===== src/sv/opd_pkg.sv =====
// ============================================================================
// OpenPGP packet deframer - shared definitions
// Types, codes and constants used by the deframer modules and channels.
// ============================================================================
package opd_pkg;

  // Default width of the body length counter
  localparam int LENGTH_WIDTH_DEF = 32;

  // Reset value of the partial body exponent limit
  localparam logic [4:0] PART_LIMIT_RST = 5'd20;

  // New-format length octet ranges
  localparam logic [7:0] NEWLEN_TWO_FIRST  = 8'd192;
  localparam logic [7:0] NEWLEN_TWO_LAST   = 8'd223;
  localparam logic [7:0] NEWLEN_PART_LAST  = 8'd254;
  localparam logic [15:0] TWO_OCTET_OFFSET = 16'd192;

  // Old-format length types
  localparam logic [1:0] OLD_LT_ONE   = 2'd0;
  localparam logic [1:0] OLD_LT_TWO   = 2'd1;
  localparam logic [1:0] OLD_LT_INDET = 2'd3;

  // Error codes
  localparam logic [2:0] ERR_NONE      = 3'd0;
  localparam logic [2:0] ERR_HIGH_BIT  = 3'd1;
  localparam logic [2:0] ERR_TAG_ZERO  = 3'd2;
  localparam logic [2:0] ERR_TAG_UNDEF = 3'd3;
  localparam logic [2:0] ERR_PARTIAL   = 3'd4;
  localparam logic [2:0] ERR_TRUNC     = 3'd5;

  // Parser phase
  typedef enum logic [2:0] {
    PH_HEADER = 3'd0,
    PH_NEWLEN = 3'd1,
    PH_BIGLEN = 3'd2,
    PH_TWOLEN = 3'd3,
    PH_BODY   = 3'd4
  } phase_t;

  // Input transaction
  typedef struct packed {
    logic [7:0] data_byte;
    logic       end_of_data;
  } in_item_t;

  // Result transaction
  typedef struct packed {
    logic [7:0] payload_byte;
    logic       payload_valid;
    logic [5:0] packet_tag;
    logic       new_format;
    logic       end_of_packet;
    logic [2:0] error_code;
  } res_item_t;

  // Configuration write transaction
  typedef struct packed {
    logic [4:0] partial_exponent_limit;
  } cfg_item_t;

  // Defined tags: 1..14, 17..19, 60..63
  function automatic logic tag_defined(input logic [5:0] t);
    return ((t >= 6'd1) && (t <= 6'd14)) ||
           ((t >= 6'd17) && (t <= 6'd19)) ||
           (t >= 6'd60);
  endfunction

endpackage


===== src/sv/opd_chan_if.sv =====
// ============================================================================
// Deframer channel
// Valid/ready channel carrying one payload struct per transaction.
// ============================================================================
interface opd_chan_if #(
  parameter type T = logic
) ();

  logic valid;
  logic ready;
  T     payload;

  modport source (output valid, output payload, input ready);
  modport sink   (input valid, input payload, output ready);

endinterface


===== src/sv/openpgp_packet_deframer_core.sv =====
// ============================================================================
// OpenPGP packet deframer
// Splits a byte stream into packets, decodes headers and lengths, and emits
// body octets tagged with packet tag and format, plus error results.
// ============================================================================
//
//  Channel   Dir  Payload                                   Transaction
//  in_chan   in   data_byte, end_of_data                    one stream octet
//  out_chan  out  payload_byte/valid, tag, format, eop, err  zero or one per octet
//  cfg_chan  in   partial_exponent_limit                    register write
//
//  One octet per cycle sustained while out_chan is ready; a result is on out_chan
//  once its octet has passed the input register and then the result register, with the decode in
//  between. Header and length octets usually produce no result.
//  rst_n is synchronous: clears the channel valids, the parser state and sets
//  the partial exponent limit to 20. No clearing pass.
//  Stalls on out_chan back up through the result register into in_chan ready.
//  cfg_chan is always ready.
//
module openpgp_packet_deframer_core #(
  parameter int LENGTH_WIDTH = opd_pkg::LENGTH_WIDTH_DEF
) (
  input  logic        clk,
  input  logic        rst_n,
  opd_chan_if.sink    in_chan,
  opd_chan_if.source  out_chan,
  opd_chan_if.sink    cfg_chan
);

  logic [4:0]         limit_r, limit_nxt;
  logic               item_valid;
  opd_pkg::in_item_t  item;
  logic               res_ready;
  logic               res_valid;
  opd_pkg::res_item_t res;
  opd_pkg::res_item_t out_data;

  // Configuration register
  assign cfg_chan.ready = 1'b1;
  assign limit_nxt = cfg_chan.valid ? cfg_chan.payload.partial_exponent_limit : limit_r;

  always_ff @(posedge clk) begin
    if (!rst_n) begin
      limit_r <= opd_pkg::PART_LIMIT_RST;
    end else begin
      limit_r <= limit_nxt;
    end
  end

  // Input register
  opd_pipe_reg #(
    .T (opd_pkg::in_item_t)
  ) u_in_reg (
    .clk       (clk),
    .rst_n     (rst_n),
    .in_valid  (in_chan.valid),
    .in_ready  (in_chan.ready),
    .in_data   (in_chan.payload),
    .out_valid (item_valid),
    .out_ready (res_ready),
    .out_data  (item)
  );

  // Header, length and body decode
  opd_parser #(
    .LENGTH_WIDTH (LENGTH_WIDTH)
  ) u_parser (
    .clk        (clk),
    .rst_n      (rst_n),
    .item_valid (item_valid),
    .item       (item),
    .res_ready  (res_ready),
    .part_limit (limit_r),
    .res_valid  (res_valid),
    .res        (res)
  );

  // Result register
  opd_pipe_reg #(
    .T (opd_pkg::res_item_t)
  ) u_out_reg (
    .clk       (clk),
    .rst_n     (rst_n),
    .in_valid  (res_valid),
    .in_ready  (res_ready),
    .in_data   (res),
    .out_valid (out_chan.valid),
    .out_ready (out_chan.ready),
    .out_data  (out_data)
  );

  assign out_chan.payload = out_data;

endmodule


===== src/sv/opd_pipe_reg.sv =====
// ============================================================================
// Pipeline register slice
// One-entry valid/ready register; accepts when empty or being drained.
// ============================================================================
module opd_pipe_reg #(
  parameter type T = logic
) (
  input  logic clk,
  input  logic rst_n,
  input  logic in_valid,
  output logic in_ready,
  input  T     in_data,
  output logic out_valid,
  input  logic out_ready,
  output T     out_data
);

  logic valid_r, valid_nxt;
  T     data_r;
  logic load;

  // Handshake
  assign in_ready = !valid_r || out_ready;
  assign load     = in_valid && in_ready;

  always_comb begin
    if (load) begin
      valid_nxt = 1'b1;
    end else if (out_ready) begin
      valid_nxt = 1'b0;
    end else begin
      valid_nxt = valid_r;
    end
  end

  // Control
  always_ff @(posedge clk) begin
    if (!rst_n) begin
      valid_r <= 1'b0;
    end else begin
      valid_r <= valid_nxt;
    end
  end

  // Payload, no reset
  always_ff @(posedge clk) begin
    if (load) begin
      data_r <= in_data;
    end
  end

  assign out_valid = valid_r;
  assign out_data  = data_r;

endmodule


===== src/sv/opd_parser.sv =====
// ============================================================================
// Packet header parser
// Header/length decode state and the per-octet result logic.
// ============================================================================
module opd_parser #(
  parameter int LENGTH_WIDTH = opd_pkg::LENGTH_WIDTH_DEF
) (
  input  logic                clk,
  input  logic                rst_n,
  input  logic                item_valid,
  input  opd_pkg::in_item_t   item,
  input  logic                res_ready,
  input  logic [4:0]          part_limit,
  output logic                res_valid,
  output opd_pkg::res_item_t  res
);

  localparam logic [LENGTH_WIDTH-1:0] LEN_MAX = '1;
  localparam logic [LENGTH_WIDTH-1:0] LEN_ONE = LENGTH_WIDTH'(1);

  // State
  opd_pkg::phase_t          phase_r, phase_nxt;
  logic [5:0]               tag_r, tag_nxt;
  logic                     fmt_r, fmt_nxt;
  logic [31:0]              acc_r, acc_nxt;
  logic [2:0]               left_r, left_nxt;
  logic [LENGTH_WIDTH-1:0]  rem_r, rem_nxt;
  logic                     partial_r, partial_nxt;
  logic                     rte_r, rte_nxt;

  logic fire;
  logic emit;
  logic clr;
  logic take_final;

  // Decode of the current octet
  logic [7:0]               b;
  logic                     eod;
  logic [5:0]               hdr_tag;
  logic [1:0]               lt;
  logic                     hdr_ok;
  logic                     nl_one, nl_two, nl_part;
  logic [4:0]               part_exp;
  logic                     part_bad;
  logic [LENGTH_WIDTH-1:0]  part_len;
  logic [15:0]              two_len;
  logic [31:0]              acc_shift;
  logic [2:0]               left_dec;
  logic [31:0]              flen_raw;
  logic [LENGTH_WIDTH-1:0]  flen;
  logic                     flen_zero;
  logic [LENGTH_WIDTH-1:0]  rem_dec;
  logic                     body_last;

  // Clamp a length to the counter width
  function automatic logic [LENGTH_WIDTH-1:0] len_sat(input logic [31:0] v);
    logic [31:0] hi;
    hi = v >> LENGTH_WIDTH;
    if (hi != 32'd0) begin
      return LEN_MAX;
    end
    return v[LENGTH_WIDTH-1:0];
  endfunction

  assign fire = item_valid && res_ready;
  assign b    = item.data_byte;
  assign eod  = item.end_of_data;

  // Header decode
  assign hdr_tag = b[6] ? b[5:0] : {2'b00, b[5:2]};
  assign lt      = b[1:0];
  assign hdr_ok  = b[7] && (hdr_tag != 6'd0) && opd_pkg::tag_defined(hdr_tag);

  // New-format length octet classes
  assign nl_one  = b < opd_pkg::NEWLEN_TWO_FIRST;
  assign nl_two  = !nl_one && (b <= opd_pkg::NEWLEN_TWO_LAST);
  assign nl_part = !nl_one && !nl_two && (b <= opd_pkg::NEWLEN_PART_LAST);

  assign part_exp = b[4:0];
  assign part_bad = part_exp > part_limit;
  assign part_len = (32'(part_exp) >= LENGTH_WIDTH) ? LEN_MAX : (LEN_ONE << part_exp);

  // Final length candidates
  assign two_len   = {2'b00, acc_r[5:0], 8'h00} + 16'(b) + opd_pkg::TWO_OCTET_OFFSET;
  assign acc_shift = {acc_r[23:0], b};
  assign left_dec  = left_r - 3'd1;

  always_comb begin
    unique case (phase_r)
      opd_pkg::PH_NEWLEN: flen_raw = 32'(b);
      opd_pkg::PH_TWOLEN: flen_raw = 32'(two_len);
      default:            flen_raw = acc_shift;
    endcase
  end

  assign flen      = len_sat(flen_raw);
  assign flen_zero = (flen_raw == 32'd0);

  // Body countdown
  assign rem_dec   = (rem_r != '0) ? (rem_r - LEN_ONE) : rem_r;
  assign body_last = (rem_dec == '0);

  // Next phase
  always_comb begin
    phase_nxt = phase_r;
    unique case (phase_r)
      opd_pkg::PH_HEADER: begin
        if (!hdr_ok || eod) begin
          phase_nxt = opd_pkg::PH_HEADER;
        end else if (b[6]) begin
          phase_nxt = opd_pkg::PH_NEWLEN;
        end else if (lt == opd_pkg::OLD_LT_INDET) begin
          phase_nxt = opd_pkg::PH_BODY;
        end else begin
          phase_nxt = opd_pkg::PH_BIGLEN;
        end
      end
      opd_pkg::PH_NEWLEN: begin
        priority if (nl_one) begin
          phase_nxt = (flen_zero || eod) ? opd_pkg::PH_HEADER : opd_pkg::PH_BODY;
        end else if (nl_two) begin
          phase_nxt = eod ? opd_pkg::PH_HEADER : opd_pkg::PH_TWOLEN;
        end else if (nl_part) begin
          phase_nxt = (part_bad || eod) ? opd_pkg::PH_HEADER : opd_pkg::PH_BODY;
        end else begin
          phase_nxt = eod ? opd_pkg::PH_HEADER : opd_pkg::PH_BIGLEN;
        end
      end
      opd_pkg::PH_TWOLEN: begin
        phase_nxt = (flen_zero || eod) ? opd_pkg::PH_HEADER : opd_pkg::PH_BODY;
      end
      opd_pkg::PH_BIGLEN: begin
        if (left_dec == 3'd0) begin
          phase_nxt = (flen_zero || eod) ? opd_pkg::PH_HEADER : opd_pkg::PH_BODY;
        end else begin
          phase_nxt = eod ? opd_pkg::PH_HEADER : opd_pkg::PH_BIGLEN;
        end
      end
      opd_pkg::PH_BODY: begin
        if (rte_r) begin
          phase_nxt = eod ? opd_pkg::PH_HEADER : opd_pkg::PH_BODY;
        end else if (body_last) begin
          phase_nxt = (!partial_r || eod) ? opd_pkg::PH_HEADER : opd_pkg::PH_NEWLEN;
        end else begin
          phase_nxt = eod ? opd_pkg::PH_HEADER : opd_pkg::PH_BODY;
        end
      end
      default: phase_nxt = opd_pkg::PH_HEADER;
    endcase
  end

  // Result and length datapath
  always_comb begin
    tag_nxt     = tag_r;
    fmt_nxt     = fmt_r;
    acc_nxt     = acc_r;
    left_nxt    = left_r;
    rem_nxt     = rem_r;
    partial_nxt = partial_r;
    rte_nxt     = rte_r;
    emit        = 1'b0;
    clr         = 1'b0;
    take_final  = 1'b0;

    res.payload_byte  = 8'h00;
    res.payload_valid = 1'b0;
    res.packet_tag    = tag_r;
    res.new_format    = fmt_r;
    res.end_of_packet = 1'b0;
    res.error_code    = opd_pkg::ERR_NONE;

    unique case (phase_r)
      opd_pkg::PH_HEADER: begin
        if (!b[7]) begin
          // not a header octet: report and stay in header phase
          emit              = 1'b1;
          res.packet_tag    = 6'd0;
          res.new_format    = 1'b0;
          res.end_of_packet = 1'b1;
          res.error_code    = opd_pkg::ERR_HIGH_BIT;
        end else begin
          tag_nxt        = hdr_tag;
          fmt_nxt        = b[6];
          res.packet_tag = hdr_tag;
          res.new_format = b[6];
          if (hdr_tag == 6'd0) begin
            emit              = 1'b1;
            res.end_of_packet = 1'b1;
            res.error_code    = opd_pkg::ERR_TAG_ZERO;
            clr               = 1'b1;
          end else if (!opd_pkg::tag_defined(hdr_tag)) begin
            emit              = 1'b1;
            res.end_of_packet = 1'b1;
            res.error_code    = opd_pkg::ERR_TAG_UNDEF;
            clr               = 1'b1;
          end else begin
            partial_nxt = 1'b0;
            rte_nxt     = 1'b0;
            acc_nxt     = 32'd0;
            rem_nxt     = '0;
            if (b[6]) begin
              if (eod) begin
                emit              = 1'b1;
                res.end_of_packet = 1'b1;
                res.error_code    = opd_pkg::ERR_TRUNC;
                clr               = 1'b1;
              end
            end else if (lt == opd_pkg::OLD_LT_INDET) begin
              if (eod) begin
                // empty indeterminate packet
                emit              = 1'b1;
                res.end_of_packet = 1'b1;
                clr               = 1'b1;
              end else begin
                rte_nxt = 1'b1;
              end
            end else begin
              priority if (lt == opd_pkg::OLD_LT_ONE) begin
                left_nxt = 3'd1;
              end else if (lt == opd_pkg::OLD_LT_TWO) begin
                left_nxt = 3'd2;
              end else begin
                left_nxt = 3'd4;
              end
              if (eod) begin
                emit              = 1'b1;
                res.end_of_packet = 1'b1;
                res.error_code    = opd_pkg::ERR_TRUNC;
                clr               = 1'b1;
              end
            end
          end
        end
      end
      opd_pkg::PH_NEWLEN: begin
        priority if (nl_one) begin
          take_final = 1'b1;
        end else if (nl_two) begin
          acc_nxt = {24'd0, b - opd_pkg::NEWLEN_TWO_FIRST};
          if (eod) begin
            emit              = 1'b1;
            res.end_of_packet = 1'b1;
            res.error_code    = opd_pkg::ERR_TRUNC;
            clr               = 1'b1;
          end
        end else if (nl_part) begin
          if (part_bad) begin
            emit              = 1'b1;
            res.end_of_packet = 1'b1;
            res.error_code    = opd_pkg::ERR_PARTIAL;
            clr               = 1'b1;
          end else if (eod) begin
            emit              = 1'b1;
            res.end_of_packet = 1'b1;
            res.error_code    = opd_pkg::ERR_TRUNC;
            clr               = 1'b1;
          end else begin
            partial_nxt = 1'b1;
            rem_nxt     = part_len;
          end
        end else begin
          // five-octet length
          acc_nxt  = 32'd0;
          left_nxt = 3'd4;
          if (eod) begin
            emit              = 1'b1;
            res.end_of_packet = 1'b1;
            res.error_code    = opd_pkg::ERR_TRUNC;
            clr               = 1'b1;
          end
        end
      end
      opd_pkg::PH_TWOLEN: begin
        take_final = 1'b1;
      end
      opd_pkg::PH_BIGLEN: begin
        acc_nxt  = acc_shift;
        left_nxt = left_dec;
        if (left_dec == 3'd0) begin
          take_final = 1'b1;
        end else if (eod) begin
          emit              = 1'b1;
          res.end_of_packet = 1'b1;
          res.error_code    = opd_pkg::ERR_TRUNC;
          clr               = 1'b1;
        end
      end
      opd_pkg::PH_BODY: begin
        emit              = 1'b1;
        res.payload_byte  = b;
        res.payload_valid = 1'b1;
        if (rte_r) begin
          if (eod) begin
            res.end_of_packet = 1'b1;
            clr               = 1'b1;
          end
        end else begin
          rem_nxt = rem_dec;
          if (body_last && !partial_r) begin
            res.end_of_packet = 1'b1;
            clr               = 1'b1;
          end else if (eod) begin
            res.end_of_packet = 1'b1;
            res.error_code    = opd_pkg::ERR_TRUNC;
            clr               = 1'b1;
          end
        end
      end
      default: begin
        clr = 1'b1;
      end
    endcase

    // Final body length known
    if (take_final) begin
      partial_nxt = 1'b0;
      rem_nxt     = flen;
      if (flen_zero) begin
        emit              = 1'b1;
        res.end_of_packet = 1'b1;
        clr               = 1'b1;
      end else if (eod) begin
        emit              = 1'b1;
        res.end_of_packet = 1'b1;
        res.error_code    = opd_pkg::ERR_TRUNC;
        clr               = 1'b1;
      end
    end

    // Packet end clears the length state
    if (clr) begin
      partial_nxt = 1'b0;
      rte_nxt     = 1'b0;
      rem_nxt     = '0;
      acc_nxt     = 32'd0;
      left_nxt    = 3'd0;
    end
  end

  assign res_valid = item_valid && emit;

  // State registers
  always_ff @(posedge clk) begin
    if (!rst_n) begin
      phase_r   <= opd_pkg::PH_HEADER;
      tag_r     <= 6'd0;
      fmt_r     <= 1'b0;
      acc_r     <= 32'd0;
      left_r    <= 3'd0;
      rem_r     <= '0;
      partial_r <= 1'b0;
      rte_r     <= 1'b0;
    end else if (fire) begin
      phase_r   <= phase_nxt;
      tag_r     <= tag_nxt;
      fmt_r     <= fmt_nxt;
      acc_r     <= acc_nxt;
      left_r    <= left_nxt;
      rem_r     <= rem_nxt;
      partial_r <= partial_nxt;
      rte_r     <= rte_nxt;
    end
  end

  // Checks
  a_err_ends_packet: assert property (@(posedge clk) disable iff (!rst_n)
    (res_valid && (res.error_code != opd_pkg::ERR_NONE)) |-> res.end_of_packet)
    else $error("error result without end of packet");

  a_eop_to_header: assert property (@(posedge clk) disable iff (!rst_n)
    (fire && emit && res.end_of_packet) |=> (phase_r == opd_pkg::PH_HEADER))
    else $error("packet end did not return to header phase");

  a_counted_body_nonzero: assert property (@(posedge clk) disable iff (!rst_n)
    ((phase_r == opd_pkg::PH_BODY) && !rte_r) |-> (rem_r != '0))
    else $error("counted body with zero bytes left");

  a_modes_exclusive: assert property (@(posedge clk) disable iff (!rst_n)
    !(rte_r && partial_r))
    else $error("indeterminate and partial body at once");

  a_idle_byte_zero: assert property (@(posedge clk) disable iff (!rst_n)
    (res_valid && !res.payload_valid) |-> (res.payload_byte == 8'h00))
    else $error("nonzero byte on result without payload");

endmodule


===== src/flat_wrapper.sv =====
// flat-port wrapper written by rule: the top's interface ports become plain ports
module openpgp_packet_deframer_core_flat import opd_pkg::*;
#(
  parameter int LENGTH_WIDTH = opd_pkg::LENGTH_WIDTH_DEF
)
  (clk, rst_n, in_chan_valid, in_chan_payload, in_chan_ready, out_chan_valid, out_chan_payload, out_chan_ready, cfg_chan_valid, cfg_chan_payload, cfg_chan_ready);
  opd_chan_if #(.T(in_item_t)) in_chan_i ();
  opd_chan_if #(.T(res_item_t)) out_chan_i ();
  opd_chan_if #(.T(cfg_item_t)) cfg_chan_i ();
  input  logic clk;
  input  logic rst_n;
  input wire logic [$bits(in_chan_i.valid)-1:0] in_chan_valid;
  input wire logic [$bits(in_chan_i.payload)-1:0] in_chan_payload;
  output wire logic [$bits(in_chan_i.ready)-1:0] in_chan_ready;
  output wire logic [$bits(out_chan_i.valid)-1:0] out_chan_valid;
  output wire logic [$bits(out_chan_i.payload)-1:0] out_chan_payload;
  input wire logic [$bits(out_chan_i.ready)-1:0] out_chan_ready;
  input wire logic [$bits(cfg_chan_i.valid)-1:0] cfg_chan_valid;
  input wire logic [$bits(cfg_chan_i.payload)-1:0] cfg_chan_payload;
  output wire logic [$bits(cfg_chan_i.ready)-1:0] cfg_chan_ready;
  assign in_chan_i.valid = in_chan_valid;
  assign in_chan_i.payload = in_chan_payload;
  assign in_chan_ready = in_chan_i.ready;
  assign out_chan_valid = out_chan_i.valid;
  assign out_chan_payload = out_chan_i.payload;
  assign out_chan_i.ready = out_chan_ready;
  assign cfg_chan_i.valid = cfg_chan_valid;
  assign cfg_chan_i.payload = cfg_chan_payload;
  assign cfg_chan_ready = cfg_chan_i.ready;
  openpgp_packet_deframer_core #(.LENGTH_WIDTH(LENGTH_WIDTH)) u_core (.clk(clk), .rst_n(rst_n), .in_chan(in_chan_i), .out_chan(out_chan_i), .cfg_chan(cfg_chan_i));
endmodule

===== config.mk =====
export PLATFORM = sky130hd
export DESIGN_NAME = openpgp_packet_deframer_core_flat
export DESIGN_NICKNAME = d
export VERILOG_FILES = /design/src/sv/opd_pkg.sv /design/src/sv/opd_chan_if.sv /design/src/sv/openpgp_packet_deframer_core.sv /design/src/sv/opd_pipe_reg.sv /design/src/sv/opd_parser.sv /design/src/flat_wrapper.sv
export SDC_FILE = /design/constraint.sdc
export NUM_CORES = 1
export LEC_CHECK = 0
export BUFFER_PORTS_ARGS = -buffer_cell sky130_fd_sc_hd__buf_4
export CAP_MARGIN = 20
export CORE_ASPECT_RATIO = 1.1
export CORE_MARGIN = 1
export CORE_UTILIZATION = 45
export DETAILED_ROUTE_END_ITERATION = 10
export PLACE_DENSITY = 0.6
export SYNTH_ARGS = -nofsm -noshare
export SYNTH_HDL_FRONTEND = slang
export SYNTH_SLANG_ARGS = --single-unit

===== constraint.sdc =====
create_clock -name clk -period 3.95 [get_ports clk]
set_clock_uncertainty 0.1 [all_clocks]
set_input_delay 0.79 -clock clk [delete_from_list [all_inputs] [get_ports clk]]
set_output_delay 0.79 -clock clk [all_outputs]
set_load 0.05 [all_outputs]

Word-level counts from Yosys, hierarchy flattened
Index checks and enable logic that the tools add are counted.
{"block": "word_totals", "regBits": 107, "in_bits": 19, "out_inout_bits": 23, "elab_cells": 230}
{"block": "classes", "add_sub_neg": 5, "magnitude_cmp": 9, "eq_ne": 25, "n_shift": 1, "n_mux": 123, "reduce_logical": 48}
{"operator": "32-bit 2-to-1 mux", "n": 12}
{"operator": "24-bit 2-to-1 mux", "n": 4}
{"operator": "32-bit one-hot mux with 3 select lines", "n": 1}
{"operator": "3-bit 2-to-1 mux", "n": 27}
{"operator": "24-bit one-hot mux with 3 select lines", "n": 1}
{"operator": "4-bit 2-to-1 mux", "n": 17}
{"operator": "32-bit logical NOT", "n": 2}
{"operator": "32-bit one-hot mux with 2 select lines", "n": 1}
{"operator": "1-bit 2-to-1 mux", "n": 48}
{"operator": "4-bit != test (second input constant)", "n": 9}
{"operator": "32-bit nonzero test", "n": 1}
{"operator": "1-bit by 5-bit << shifter with 32-bit output (first input constant)", "n": 1}
{"operator": "32-bit by 1-bit subtractor with 32-bit output (second input constant)", "n": 1}
{"operator": "3-bit != test (second input constant)", "n": 7}
{"operator": "10-bit AND reduction", "n": 2}
{"operator": "15-bit by 8-bit adder with 16-bit output (second input constant)", "n": 1}
{"operator": "8-bit less-or-equal comparator (second input constant)", "n": 2}
{"operator": "4-bit one-hot mux with 4 select lines", "n": 1}
{"operator": "14-bit by 8-bit adder with 15-bit output", "n": 1}
{"operator": "3-bit one-hot mux with 5 select lines", "n": 1}
{"operator": "1-bit logical AND", "n": 12}
{"operator": "11-bit 2-to-1 mux", "n": 1}
{"operator": "11-bit AND reduction", "n": 1}
{"operator": "2-bit nonzero test", "n": 5}
{"operator": "36 further kinds", "n": 52}

Longest topological paths before layout
Gate-level depths: netlist (run 1).
{"block": "depth", "ltp_word": 18, "ltp_mapped": 15, "ltp_nobuf": 11}

Modules after synthesis
Synthesis (run 1) repeated with hierarchy kept, for this count alone.
{"block": "unflattened", "cells_unflattened": 806, "area_unflattened_um2": 6847.8}
{"mod": "opd_parser", "n_inst": 1, "cells_per_inst": 749, "area_each_um2": 5662.9, "seq_area_each_um2": 1421.4}
{"mod": "opd_pipe_reg at u_core.u_out_reg", "n_inst": 1, "cells_per_inst": 25, "area_each_um2": 658.1, "seq_area_each_um2": 620.6}
{"mod": "opd_pipe_reg at u_core.u_in_reg", "n_inst": 1, "cells_per_inst": 14, "area_each_um2": 327.8, "seq_area_each_um2": 290.3}
{"mod": "openpgp_packet_deframer_core", "n_inst": 1, "cells_per_inst": 18, "area_each_um2": 198.9, "seq_area_each_um2": 100.1}

Worst setup path after synthesis (run 1)
Ideal clock, no wire load.
{"block": "synth_timing", "path_kind": "reg2reg", "start": "reg u_core.u_parser.rem_r[2]", "end": "reg u_core.u_parser.acc_r[11]", "setup_time_ns": 0.117, "t_arrival_ns": 3.539, "t_required_ns": 3.733, "path_slack_ns": 0.194, "stages_incl_launch_ff": 14, "path_buffers": 4, "period_less_slack_ns": 3.756, "path_cell_list": "dfxtp_1 -> buf_6 -> or3_4 -> or4_4 -> buf_6 -> or3_4 -> nor4b_1 -> xor2_1 -> nor3_1 -> nand4_2 -> a41o_1 -> buf_6 -> buf_8 -> a22o_1"}
{"block": "synth_between", "elab_chain_len": 12, "elab_cells_between_ends": 19, "cone_classes": "1 x add/sub; 5 x eq/ne; 8 x mux; 5 x reduce/logical"}
{"element": "from (decl)", "line": "opd_parser.sv:27", "source": "logic [LENGTH_WIDTH-1:0] rem_r, rem_nxt;"}
{"element": "from (signal assigned)", "line": "opd_parser.sv:359", "source": "rem_r <= rem_nxt;"}
{"element": "32-bit by 1-bit subtractor with 32-bit output or 32-bit nonzero test (tied branches)", "line": "opd_parser.sv:100", "source": "assign rem_dec = (rem_r != '0) ? (rem_r - LEN_ONE) : rem_r;"}
{"element": "32-bit 2-to-1 mux *", "line": "opd_parser.sv:100"}
{"element": "32-bit logical NOT *", "line": "opd_parser.sv:101", "source": "assign body_last = (rem_dec == '0);"}
{"element": "1-bit logical AND *", "line": "opd_parser.sv:299", "source": "if (body_last && !partial_r) begin"}
{"element": "1-bit 2-to-1 mux *", "line": "opd_parser.sv:299"}
{"element": "1-bit 2-to-1 mux *", "line": "opd_parser.sv:292", "source": "if (rte_r) begin"}
{"element": "1-bit one-hot mux with 5 select lines *", "line": "opd_parser.sv:172", "source": "unique case (phase_r)"}
{"element": "1-bit 2-to-1 mux", "line": "opd_parser.sv:322", "source": "end else if (eod) begin"}
{"element": "1-bit 2-to-1 mux", "line": "opd_parser.sv:318", "source": "if (flen_zero) begin"}
{"element": "1-bit 2-to-1 mux *", "line": "opd_parser.sv:315", "source": "if (take_final) begin"}
{"element": "4-bit != test (no source line) (tied with other cells)"}
{"element": "7-bit AND reduction (no source line)"}
{"element": "to (signal assigned)", "line": "opd_parser.sv:357", "source": "acc_r <= acc_nxt;"}
{"element": "to (decl)", "line": "opd_parser.sv:25", "source": "logic [31:0] acc_r, acc_nxt;"}
Mark *: on every way between the ends. The rest lies on a longest branch, timed or not.
A chain may end at the register's enable or synchronous reset.

==> metrics list, run 1 <==
* Number of diodes: 0
* Post-Synth Simple-Gate Area: 26.45%
* Post-DR vias/cell: 6.513
- Fraction of post-synthesis cell area in the top cell type by area: approximately 23%
* Sequential element share of the synthesized area: a little over a third
- Global routing finished with a remaining overflow of 0.
* Top-Level Pins: 42
* Via count: roughly 7,000
* Global placer's final weighted congestion: 0.9848
- Y dimension of the die: 130.7 um
* Setup slack at placement: about 0.16 ns
- The floorplan step defined a die boundary enclosing approximately 0.016 mm^2.
* CTS Sinks: about 110
* Library cell with the largest summed area after synthesis: sky130_fd_sc_hd__dfxtp_1
* Critical setup path kind: reg2reg
* Pwr Total: 2443 uW
* Critical path endpoint category: register
- Reg2reg end: u_core.u_out_reg.out_data[0]
* Depth of the worst hold-timing path: 2
- Result of the run: finished clean
- Synth top area cells: sky130_fd_sc_hd__dfxtp_1 (23%), sky130_fd_sc_hd__edfxtp_1 (13%), sky130_fd_sc_hd__nand2_1 (4.6%)
* Minimum period implied by the final worst setup slack: 3.777 ns
* Post-cts resize count: 0
- Accumulated negative setup slack: 0 ns
* Initial Utilization: 46.55%
* Multi-input gate area: between 0.003 and 0.004 mm^2
- By area, the combinational part of the netlist is dominated by simple AND/OR/NAND/NOR gates.
- For hold timing, the worst endpoint is u_core.u_parser.left_r[2].
- Depth of the worst register-to-register path: 9
- Share of synthesized registers carrying an async set or reset: 0%
- The critical path starts at u_core.u_parser.rem_r[3].
- Net count of the finished layout: 895
- After synthesis, the most frequently instantiated cells are sky130_fd_sc_hd__nand2_1 (83), sky130_fd_sc_hd__dfxtp_1 (78), sky130_fd_sc_hd__nor2_1 (58), sky130_fd_sc_hd__clkbuf_1 (52), sky130_fd_sc_hd__o21ai_0 (48).
- Global routing consumed, over all layers together, a little under a third of the routing resources.
- In the synthesized netlist, mux cells make up under 10% of the area.
- After detailed routing, the total wire length is 23,850 um.
- Count of hold buffers inserted by post-cts repair: 0
* Vias in the first global route: between 6,000 and 7,000
* Number of H-tree levels: 3
* Power per cell area: 310.9 mW/mm^2
- The later pin in the worst-skew pair is clocked with a latency of ~0.37 ns.
- In the routed design, unresolved DRC markers number 0.
- Top-count cell post-synth: sky130_fd_sc_hd__nand2_1
* Remaining number of nets flagged by the antenna check after routing: 0
* Final Instance Count excl. Fillers: 1,063
- The die is ~120 um wide.
* Cell area after technology mapping: between 0.006 and 0.007 mm^2
- The first global-routing pass estimated around 37,000 um of wire.
- Setup repair after global routing left no endpoint under its margin.
* Final Hold Vio Count: 0
- Clock root cell: sky130_fd_sc_hd__clkbuf_16
* Placed instance count: ~1,000
* Arithmetic-cell share of the synthesized area counting full adders, half adders and majority gates: around 1.8%
- For this design the static power due to leakage is about 0.0031 uW.
- Area of the placeable core: 0.01456 mm^2
* Number of buffers on the longest clock path: 2
- Count of endpoints failing setup in the final report: 0
- Based on the critical path, the design can be clocked at up to roughly 260 MHz.
- Dividing the final minimum period by the clock period gives a little over nine tenths.
- Max IR drop VDD: just over 0.2 mV
- In this run, the number of DRC markers left after iteration 0 of detailed routing was around 770.
- In this run the core area contains 46 standard-cell rows.
- Maxcap violations: 0
- Fraction of synthesized cell area in xor and xnor cells: under 10%
* Worst-Margin Slew: about 0.7 ns
- The count of buffers added on input and output ports is 40.
* Setup WS post-layout: roughly 0.17 ns
* Min-Delay Path Class: reg2reg
* Crit path max fanout: 8
* Flop-to-flop setup slack: ~0.17 ns
- The first TritonRoute pass finished after 5 iterations.
* Number of buffers added by the clock tree synthesis step: 9
- Start of the worst register-to-register path: u_core.u_parser.rem_r[3]
- Startpoint class of the critical path: register
- Summing the areas of all compound-gate instances in the mapped netlist gives about a quarter of the synthesized area.
- Entering global routing, the biggest net connects 59 pins.
- TritonCTS built the clock tree.
- Antenna violations before repair: 0
* Area growth, synth to finish: 15.95%
* Signal arrival time at the worst endpoint: around 3.8 ns
* Worst hold path startpoint: u_core.u_parser.left_r[2]
* Max-slew violation count: 0
- Instance count of the mapped netlist: between 800 and 900
- Post-CTS Setup Inserts: 0
- For the worst setup path, the data required time is around 4 ns.
* Clock-pin slew on the worst setup and hold paths: roughly 0.080 ns
- Dividing the detail-routed wire length by the instance count gives 22.44 um.
- Share of cells above drive strength 1: between 10% and 20%
- Number of distinct library cells after synthesis: 80
- In this run, synthesis produced a sequential element count of ~110.
- Warning count from the yosys run: 0
- The layout has approximately 1,400 filler cells.
- Mapped Nets: 842
* Half-perimeter wire length after detailed placement: ~18,000 um
- Avg Synthesized Cell Area: ~8.3 um^2
* Footprint of the flip-flops and latches: around 0.0024 mm^2
- In this run the tightest slew margin relative to its limit is between 50% and 60%.
* Number of flops mapped to enable cells by yosys: 29
- The most used flip-flop cell after synthesis is sky130_fd_sc_hd__dfxtp_1.
## stage by stage
step	utilization (%)	instance area (um^2)	hold slack, ns
6_report	53.97	7859	0.3832
5_1_grt	53.97	7859	0.4222
4_1_cts	53.93	7853	0.3790
3_5_place_dp	52.03	7576	0.3653
3_3_place_gp	52.03	7576	0.3589
2_1_floorplan	-	6778	0.3415
## report_power, final
group	leakage (uW)	switching, uW	total (uW)	internal [uW]
sequential	0.000911	17.1	1170	1150
clock	0.000140	451	889	438
combinational	0.00202	249	386	137
## logic make-up after synthesis
logic type	Yosys count
mux	17
buf+inv	83
fa+ha+maj	10
other cells	1
xor+xnor	16
compound gates	244
flops	107
simple gates	335
## sequential cells by signal, summed over array words and instances, names as in the netlist
| register | flops |
|---|---|
| u_core.u_parser.acc_r | 24 |
| u_core.u_parser.rte_r | 1 |
| u_core.u_in_reg.out_valid | 1 |
| u_core.u_parser.rem_r | 32 |
| u_core.u_parser.fmt_r | 1 |
| u_core.u_out_reg.out_valid | 1 |
| u_core.u_in_reg.out_data | 9 |
| u_core.limit_r | 5 |
| u_core.u_parser.tag_r | 6 |
| u_core.u_out_reg.out_data | 20 |
| u_core.u_parser.left_r | 3 |
| u_core.u_parser.phase_r | 3 |
| u_core.u_parser.partial_r | 1 |
## layout by cell type, fill, tap and decap left out, drive strengths merged, types with 6 or more instances in the layout
cell type  instances
xor2               8
edfxtp            29
a221oi             7
xnor2              8
o22ai             10
nand2             83
a21boi             8
a22o              25
nor2              58
clkbuf            10
o31ai              9
buf              105
or4               11
nor2b             32
a32o               6
and2               7
and3              12
or3               23
mux2i             16
ha                10
nor3              34
a22oi             22
nand2b             9
o221ai             8
o211ai             6
nand3             19
dfxtp             78
a21oi             41
nor4              14
o21ai             49
nand4             10
inv               24
## worst max path at each step
stage / end / slack, ns
final: u_core.u_out_reg.out_data[0] / 0.17
after global routing: u_core.u_out_reg.out_data[0] / 0.02
after CTS: u_core.u_out_reg.out_data[0] / 0.15
after detailed placement: u_core.u_out_reg.out_data[0] / 0.16
after global placement: u_core.u_out_reg.out_data[0] / 0.16
after floorplan: u_core.u_parser.acc_r[11] / 0.19
## worst max-delay path: stages (launching register included)
cell	delay [ns]
sky130_fd_sc_hd__dfxtp_1	0.39
sky130_fd_sc_hd__or3_4	0.42
sky130_fd_sc_hd__or4_4	0.56
sky130_fd_sc_hd__or3_4	0.44
sky130_fd_sc_hd__nor4b_1	0.38
sky130_fd_sc_hd__xor2_1	0.16
sky130_fd_sc_hd__nor3_1	0.33
sky130_fd_sc_hd__nand4_1	0.31
sky130_fd_sc_hd__o211ai_1	0.33
sky130_fd_sc_hd__nand3_1	0.10
## routing by layer
metal	global-route usage [%]	vias to the layer above	part of all wire, %	wire length (um)
met2	49.90	348	45	10790
met4	14.30	0	3.8	913
met3	7.292	52	8.1	1934
li1	-	3182	-	-
met5	0	-	0	0
met1	40.74	3341	43	10210
## layout make-up
cell class | count | share of cell area, %
sequential | 107 | 30.95
inverter | 20 | 0.9553
timing repair buffer | 105 | 10.67
multi-input combinational | 623 | 50.85
clock buffer | 10 | 2.914
tap | 192 | 3.057
clock inverter | 6 | 0.6050
No activity file was read; power rests on OpenSTA's default activity.
==> run 2, diff against run 1 <==
RECOVER_POWER = 100   (was default)
==> metrics list, run 2 (same netlist as run 1, synthesis figures left out) <==
- The initial antenna violation count came to 0 (unchanged).
- Vias in the first global route: 6,416 (unchanged)
* TritonCTS clock tree: yes
- The worst setup path is launched from a register.
- Setup WS post-layout: 0.1730 ns (+0.0003400 ns)
- The number of nets still failing antenna checks after routing came to 0 (unchanged).
- The clock sink total was 107 (unchanged).
* Maxcap violations: 1 (+1)
* Result of the run: finished with violations
- The power after layout is 2422 uW (-0.87%).
- DRC Markers: 0 (unchanged)
* Die span in x: 119.0 um (unchanged)
* Max IR drop VDD: 0.2045 mV (-0.58%)
- The total global routing overflow came to 0 (unchanged).
- Final Hold Vio Count: 0 (unchanged)
* Port Buffers: 40 (unchanged)
- The antenna diode count came to 0 (unchanged).
- The initial core utilization came to 46.55% (unchanged).
- The number of DRC markers after the initial detailed-route iteration came to 766 (-0.91%).
- The pin count of the biggest net entering global routing is 59 (unchanged).
- Area of the placeable core: 0.01456 mm^2 (unchanged)
- Share of cells above drive strength 1: 12.74% (-3.8 points)
* P_leak: 0.002947 uW (-4.2%)
* Final WL: 23,750 um (-0.44%)
* Half-perimeter wire length after detailed placement: 17,930 um (unchanged)
- First-pass GRT wire length: 37,050 um (unchanged)
* Number of filler cells placed in the layout: 1,416 (+2.5%)
- Power per cell area: 313.9 mW/mm^2 (+0.96%)
- Die area: 0.01556 mm^2 (unchanged)
- Accumulated negative setup slack: 0 ns (unchanged)
- The number of top-level design ports was 42 (unchanged).
- The maximum operating frequency came to 264.8 MHz (about the same).
* Number of H-tree levels: 3 (unchanged)
- The final layout net count is 895 (unchanged).
- Commonest non-fill, non-tap cell in the layout: sky130_fd_sc_hd__nand2_1
- Count of hold buffers inserted by post-cts repair: 0 (unchanged)
* Leading cell types in the layout, fill and taps excluded: sky130_fd_sc_hd__nand2_1 (83), sky130_fd_sc_hd__dfxtp_1 (78), sky130_fd_sc_hd__nor2_1 (58)
- Signal arrival time at the worst endpoint: 3.78 ns (about the same)
* Setup slack at placement: 0.1632 ns (unchanged)
* Min-Delay Path Class: reg2reg
* RSZ-0062 raised after global routing: false
* Combined global-route utilization of all metal layers: 31.41% (unchanged)
- Data required, critical path: 3.96 ns (about the same)
* Worst-Margin Slew: 2.635 ns (+1.946 ns)
- Tightest slew margin relative to the limit: -75.65% (-130 points)
- The maximum fanout along the worst path was 8 (unchanged).
* Failing checks: max-capacitance violations, max-slew violations
- The worst-skew pair later-pin latency was 0.37 ns (about the same).
- Mean routed wirelength per cell: 22.34 um (-0.44%)
- Clock root cell: sky130_fd_sc_hd__clkbuf_16
- More flip-flops sit in one register than any other, and that register is u_core.u_parser.rem_r.
- Global placer's final weighted congestion: 0.9848 (unchanged)
- The worst setup path is of the reg2reg kind.
- The detailed-routing iteration count for the pre-antenna-repair pass was 8 (+3).
- Number of buffers on the longest clock path: 2 (unchanged)
- The final critical path time including I/O delays and setup came to 3.777 ns (-0.0003400 ns).
- Y dimension of the die: 130.7 um (unchanged)
- Flip-flop count of the largest register, all copies and words added: 32 (unchanged)
- Number of buffers added by the clock tree synthesis step: 9 (unchanged)
* Area growth, synth to finish: 13.85%
- The clock slew seen by the registers of the worst setup and hold paths is 0.08 ns (about the same).
- Post-DR vias/cell: 6.498 (-0.23%)
- The overall via count from detail_route was 6,907 (-0.23%).
* Max-slew violation count: 59 (+59)
* Critical path endpoint category: register
- The final worst-path cycle share is 95.62% (about the same).
- Count of endpoints failing setup in the final report: 0 (unchanged)
- Rows: 46 (unchanged)
run 2: path summary, 6_finish.rpt:
kind                                   from  cells past startpoint  slack [ns]                      endpoint
setup / recovery   u_core.u_parser.rem_r[3]                      9        0.17  u_core.u_out_reg.out_data[2]
hold / removal    u_core.u_parser.left_r[2]                      2        0.38     u_core.u_parser.left_r[2]
setup reg to reg   u_core.u_parser.rem_r[3]                      9        0.17  u_core.u_out_reg.out_data[2]
hold reg to reg   u_core.u_parser.left_r[2]                      2        0.38     u_core.u_parser.left_r[2]
run 2: power breakdown:
| group | switching, uW | internal, uW | leakage [uW] |
|---|---|---|---|
| Combinational | 248 | 121 | 0.00190 |
| Clock | 447 | 438 | 0.000140 |
| Sequential | 17.1 | 1150 | 0.000911 |
run 2: critical path: stages, from the launching register on:
cell and delay [ns]:
sky130_fd_sc_hd__dfxtp_1 0.39, sky130_fd_sc_hd__or3_4 0.42, sky130_fd_sc_hd__or4_4 0.56, sky130_fd_sc_hd__or3_4 0.44
sky130_fd_sc_hd__nor4b_1 0.38, sky130_fd_sc_hd__xor2_1 0.16, sky130_fd_sc_hd__nor3_1 0.34, sky130_fd_sc_hd__nand4_1 0.31
sky130_fd_sc_hd__o211ai_1 0.33, sky130_fd_sc_hd__nand2_1 0.10
run 2: per-layer routing:
layer | GRT usage, % | vias up | share of wire [%]
li1 | - | 3179 | -
met1 | 40.74 | 3305 | 42
met2 | 49.90 | 369 | 45
met3 | 7.292 | 54 | 8.6
met4 | 14.30 | 0 | 4.0
met5 | 0 | - | 0
run 2: layout make-up:
cell class | instances | area, um^2 | area share (%)
multi-input cells | 623 | 3996 | 51.79
flip-flops and latches | 107 | 2432 | 31.52
repair buffers | 105 | 695.7 | 9.016
well taps | 192 | 240.2 | 3.113
clock buffers | 10 | 229.0 | 2.967
inverters | 20 | 75.07 | 0.9729
clock inverters | 6 | 47.55 | 0.6162
run 2: timing repair:
item | CTS | global route
resized for setup | 0 | 2
buffers inserted | 0 | 0
endpoints found under the setup margin | 0 | 3
run 2: through the flow:
stage / area [um^2] / instances / util (%) / hold WS, ns
after global placement: 7576 / 1047 / 52.03 / 0.3589
after CTS: 7853 / 1063 / 53.93 / 0.3790
after global routing: 7716 / 1063 / 52.99 / 0.4230
after floorplan: 6778 / 813 / - / 0.3415
final: 7716 / 1063 / 52.99 / 0.3841
after detailed placement: 7576 / 1047 / 52.03 / 0.3653
==> run 3, diff against run 2 <==
PLACE_DENSITY = 0.65   (was 0.6)
==> metrics list, run 3 (same netlist as run 1, synthesis figures left out) <==
- Depth of the worst hold-timing path: 2 (unchanged)
* Total congestion overflow: 0 (unchanged)
- The maximum fanout along the worst path was 20 (+12).
- The fraction of met1 tracks used by global routing is 42.15% (+1.4 points).
- STA classifies the critical path endpoint as a register.
- The total wire length after detailed routing came to 23,870 um (+0.51%).
- DRC Markers: 0 (unchanged)
- Half-perimeter wire length after detailed placement: 17,800 um (-0.67%)
* Min-Delay Path Class: reg2reg
* Leading cell types in the layout, fill and taps excluded: sky130_fd_sc_hd__nand2_1 (83), sky130_fd_sc_hd__dfxtp_1 (78), sky130_fd_sc_hd__buf_4 (66)
* Startpoint class of the critical path: register
* Fin crit share: 95.73% (+0.11 points)
- GRT met2 Usage: 48.67% (-1.2 points)
* Slowest cell on crit path: sky130_fd_sc_hd__a2111oi_0
- The maximum clock path buffer count came to 2 (unchanged).
* Count of hold buffers inserted by post-cts repair: 0 (unchanged)
- Tightest slew margin relative to the limit: -74.34% (+1.3 points)
- Max-slew violation count: 59 (unchanged)
- The per-cell routed wire length came to 22.39 um (+0.22%).
- Hold endpoint: u_core.u_parser.tag_r[4]
* Initial Utilization: 46.55% (unchanged)
* Combined global-route utilization of all metal layers: 31.41% (about the same)
* Count of endpoints failing setup in the final report: 0 (unchanged)
- Setup slack at placement: 0.2561 ns (+0.09292 ns)
* Final Hold Vio Count: 0 (unchanged)
* Rows: 46 (unchanged)
- The die span in y is 130.7 um (unchanged).
* Cell-by-cell trace of the critical path: inv_1, ha_1, xnor2_1, o31a_1, o32a_1, a2111oi_0, buf_4, a21oi_1, o21ai_0, nand2b_1, and2_1, clkbuf_2
- The maximum operating frequency came to 264.4 MHz (-0.12%).
- The total CTS buffers is 9 (unchanged).
- The clock slew seen by the registers of the worst setup and hold paths is 0.07 ns (about the same).
- Number of H-tree levels: 3 (unchanged)
- Register name with the most flops: u_core.u_parser.rem_r
- Critical setup path kind: reg2reg
* Max IR drop VDD: 0.2074 mV (+1.4%)
- The data required time at the worst endpoint came to 3.86 ns (-0.10 ns).
- GRT met3 Usage: 6.033% (-1.3 points)
* Net count of the finished layout: 898 (+0.34%)
- The post-route worst setup slack was 0.1686 ns (-0.004480 ns).
- The buffer and inverter count on the worst path was 3 (+3).
- The max-capacitance violation count is 1 (unchanged).
- The pin count of the biggest net entering global routing came to 59 (unchanged).
- Global-route layer with the greatest usage: met2
- The count of port buffers added during placement came to 40 (unchanged).
- Post-DR vias/cell: 6.492 (about the same)
* Start of the worst register-to-register path: u_core.u_in_reg.out_data[7]
- Die area: 0.01556 mm^2 (unchanged)
- The final RePlAce weighted congestion was 0.9872 (+0.24%).
- The global-route wire length before repair came to 37,100 um (+0.13%).
* Via count: 6,921 (+0.20%)
- Failing checks: max-capacitance violations, max-slew violations
- The worst reg-to-reg setup slack is 0.17 ns (about the same).
- Signal arrival time at the worst endpoint: 3.69 ns (-0.09 ns)
* TritonCTS clock tree: yes
- The antenna diode count is 0 (unchanged).
- Detailed-router iteration count before antenna repair: 7 (-1)
* Worst hold path startpoint: u_core.u_parser.tag_r[4]
* Accumulated negative setup slack: 0 ns (unchanged)
- Depth of the worst register-to-register path: 12 (+3)
- The tree is rooted in a sky130_fd_sc_hd__clkbuf_16.
* Flip-flop count of the largest register, all copies and words added: 32 (unchanged)
- Vias in the first global route: 6,519 (+1.6%)
- Remaining number of nets flagged by the antenna check after routing: 0 (unchanged)
* Result of the run: finished with violations
* P_leak: 0.002987 uW (+1.4%)
- Area growth, synth to finish: 14.62%
- Post-cts resize count: 0 (unchanged)
- The cell area after layout is 0.007769 mm^2 (+0.68%).
* Post-CTS Setup Inserts: 0 (unchanged)
- The area of the placeable core came to 0.01456 mm^2 (unchanged).
- The number of top-level design ports is 42 (unchanged).
* Share of cells above drive strength 1: 13.16% (+0.41 points)
- The endpoint identified for the worst register-to-register timing path is u_core.u_out_reg.out_data[11].
* First-iteration detailed-routing DRC count: 963 (+26%)
* CTS Sinks: 107 (unchanged)
* Worst-Margin Slew: 2.615 ns (-0.01965 ns)
- The cell family contributing the most delay on the critical path is compound AO/OA/AOI/OAI gates.
- The power density relative to cell area was 327.5 mW/mm^2 (+4.3%).
- Setup repair after global routing left no endpoint under its margin.
- The largest stage delay on the critical path came to 0.58 ns (+0.02 ns).
* Minimum period implied by the final worst setup slack: 3.781 ns (+0.004480 ns)
* Placement Cell Area: 0.007586 mm^2 (+0.13%)
* Commonest non-fill, non-tap cell in the layout: sky130_fd_sc_hd__nand2_1
- Antenna violations before repair: 0 (unchanged)
- Die span in x: 119.0 um (unchanged)
- The worst-skew pair later-pin latency was 0.36 ns (about the same).
[run 3: cell type report]
cell class	count	area (um^2)
Clock buffer	10	229.0
Clock inverter	6	97.59
Fill cell	1403	6793
Inverter	20	75.07
Multi-Input combinational cell	623	3985
Sequential cell	107	2432
Tap cell	192	240.2
Timing Repair Buffer	108	709.4
[run 3: worst reg2reg max path, delay by kind of cell (launching register included)]
family	cells	cell delay [ns]
AO/OA/AOI/OAI	5	1.29
XOR/XNOR	1	0.11
adder cells (fa/ha/maj)	1	0.33
buffers and inverters	3	0.87
flip-flops	1	0.39
AND/OR/NAND/NOR	2	0.34
[run 3: power breakdown]
| part | switching, uW | total (uW) | internal (uW) | leakage [uW] |
|---|---|---|---|---|
| clock network | 442 | 1010 | 565 | 0.000159 |
| registers | 17.1 | 1170 | 1150 | 0.000911 |
| logic | 247 | 368 | 121 | 0.00192 |
| total | 706 | 2540 | 1840 | 0.00299 |
[run 3: metal layers]
| metal | wire length (um) | vias up |
|---|---|---|
| met5 | 0 | - |
| met2 | 10540 | 382 |
| met1 | 10190 | 3302 |
| met4 | 892 | 0 |
| li1 | - | 3178 |
| met3 | 2242 | 59 |
[run 3: worst max path at each step]
stage | cells after the start | slack (ns) | endpoint | startpoint
6_report | 12 | 0.17 | u_core.u_out_reg.out_data[11] | u_core.u_in_reg.out_data[7]
5_1_grt | 10 | 0.01 | u_core.u_parser.left_r[2] | u_core.u_parser.rem_r[2]
4_1_cts | 9 | 0.25 | u_core.u_out_reg.out_data[0] | u_core.u_parser.rem_r[8]
3_5_place_dp | 9 | 0.26 | u_core.u_out_reg.out_data[0] | u_core.u_parser.rem_r[8]
3_3_place_gp | 9 | 0.28 | u_core.u_out_reg.out_data[0] | u_core.u_parser.rem_r[8]
2_1_floorplan | 13 | 0.19 | u_core.u_parser.acc_r[11] | u_core.u_parser.rem_r[2]
[run 3: per-stage QoR]
stage,instances,total power [uW],hold WS [ns],utilization [%]
2_1_floorplan,813,1423,0.3415,-
3_3_place_gp,1050,1569,0.3557,52.10
3_5_place_dp,1050,1575,0.3781,52.10
4_1_cts,1066,2573,0.3884,54.34
5_1_grt,1066,2626,0.4166,53.35
6_report,1066,2544,0.3905,53.35
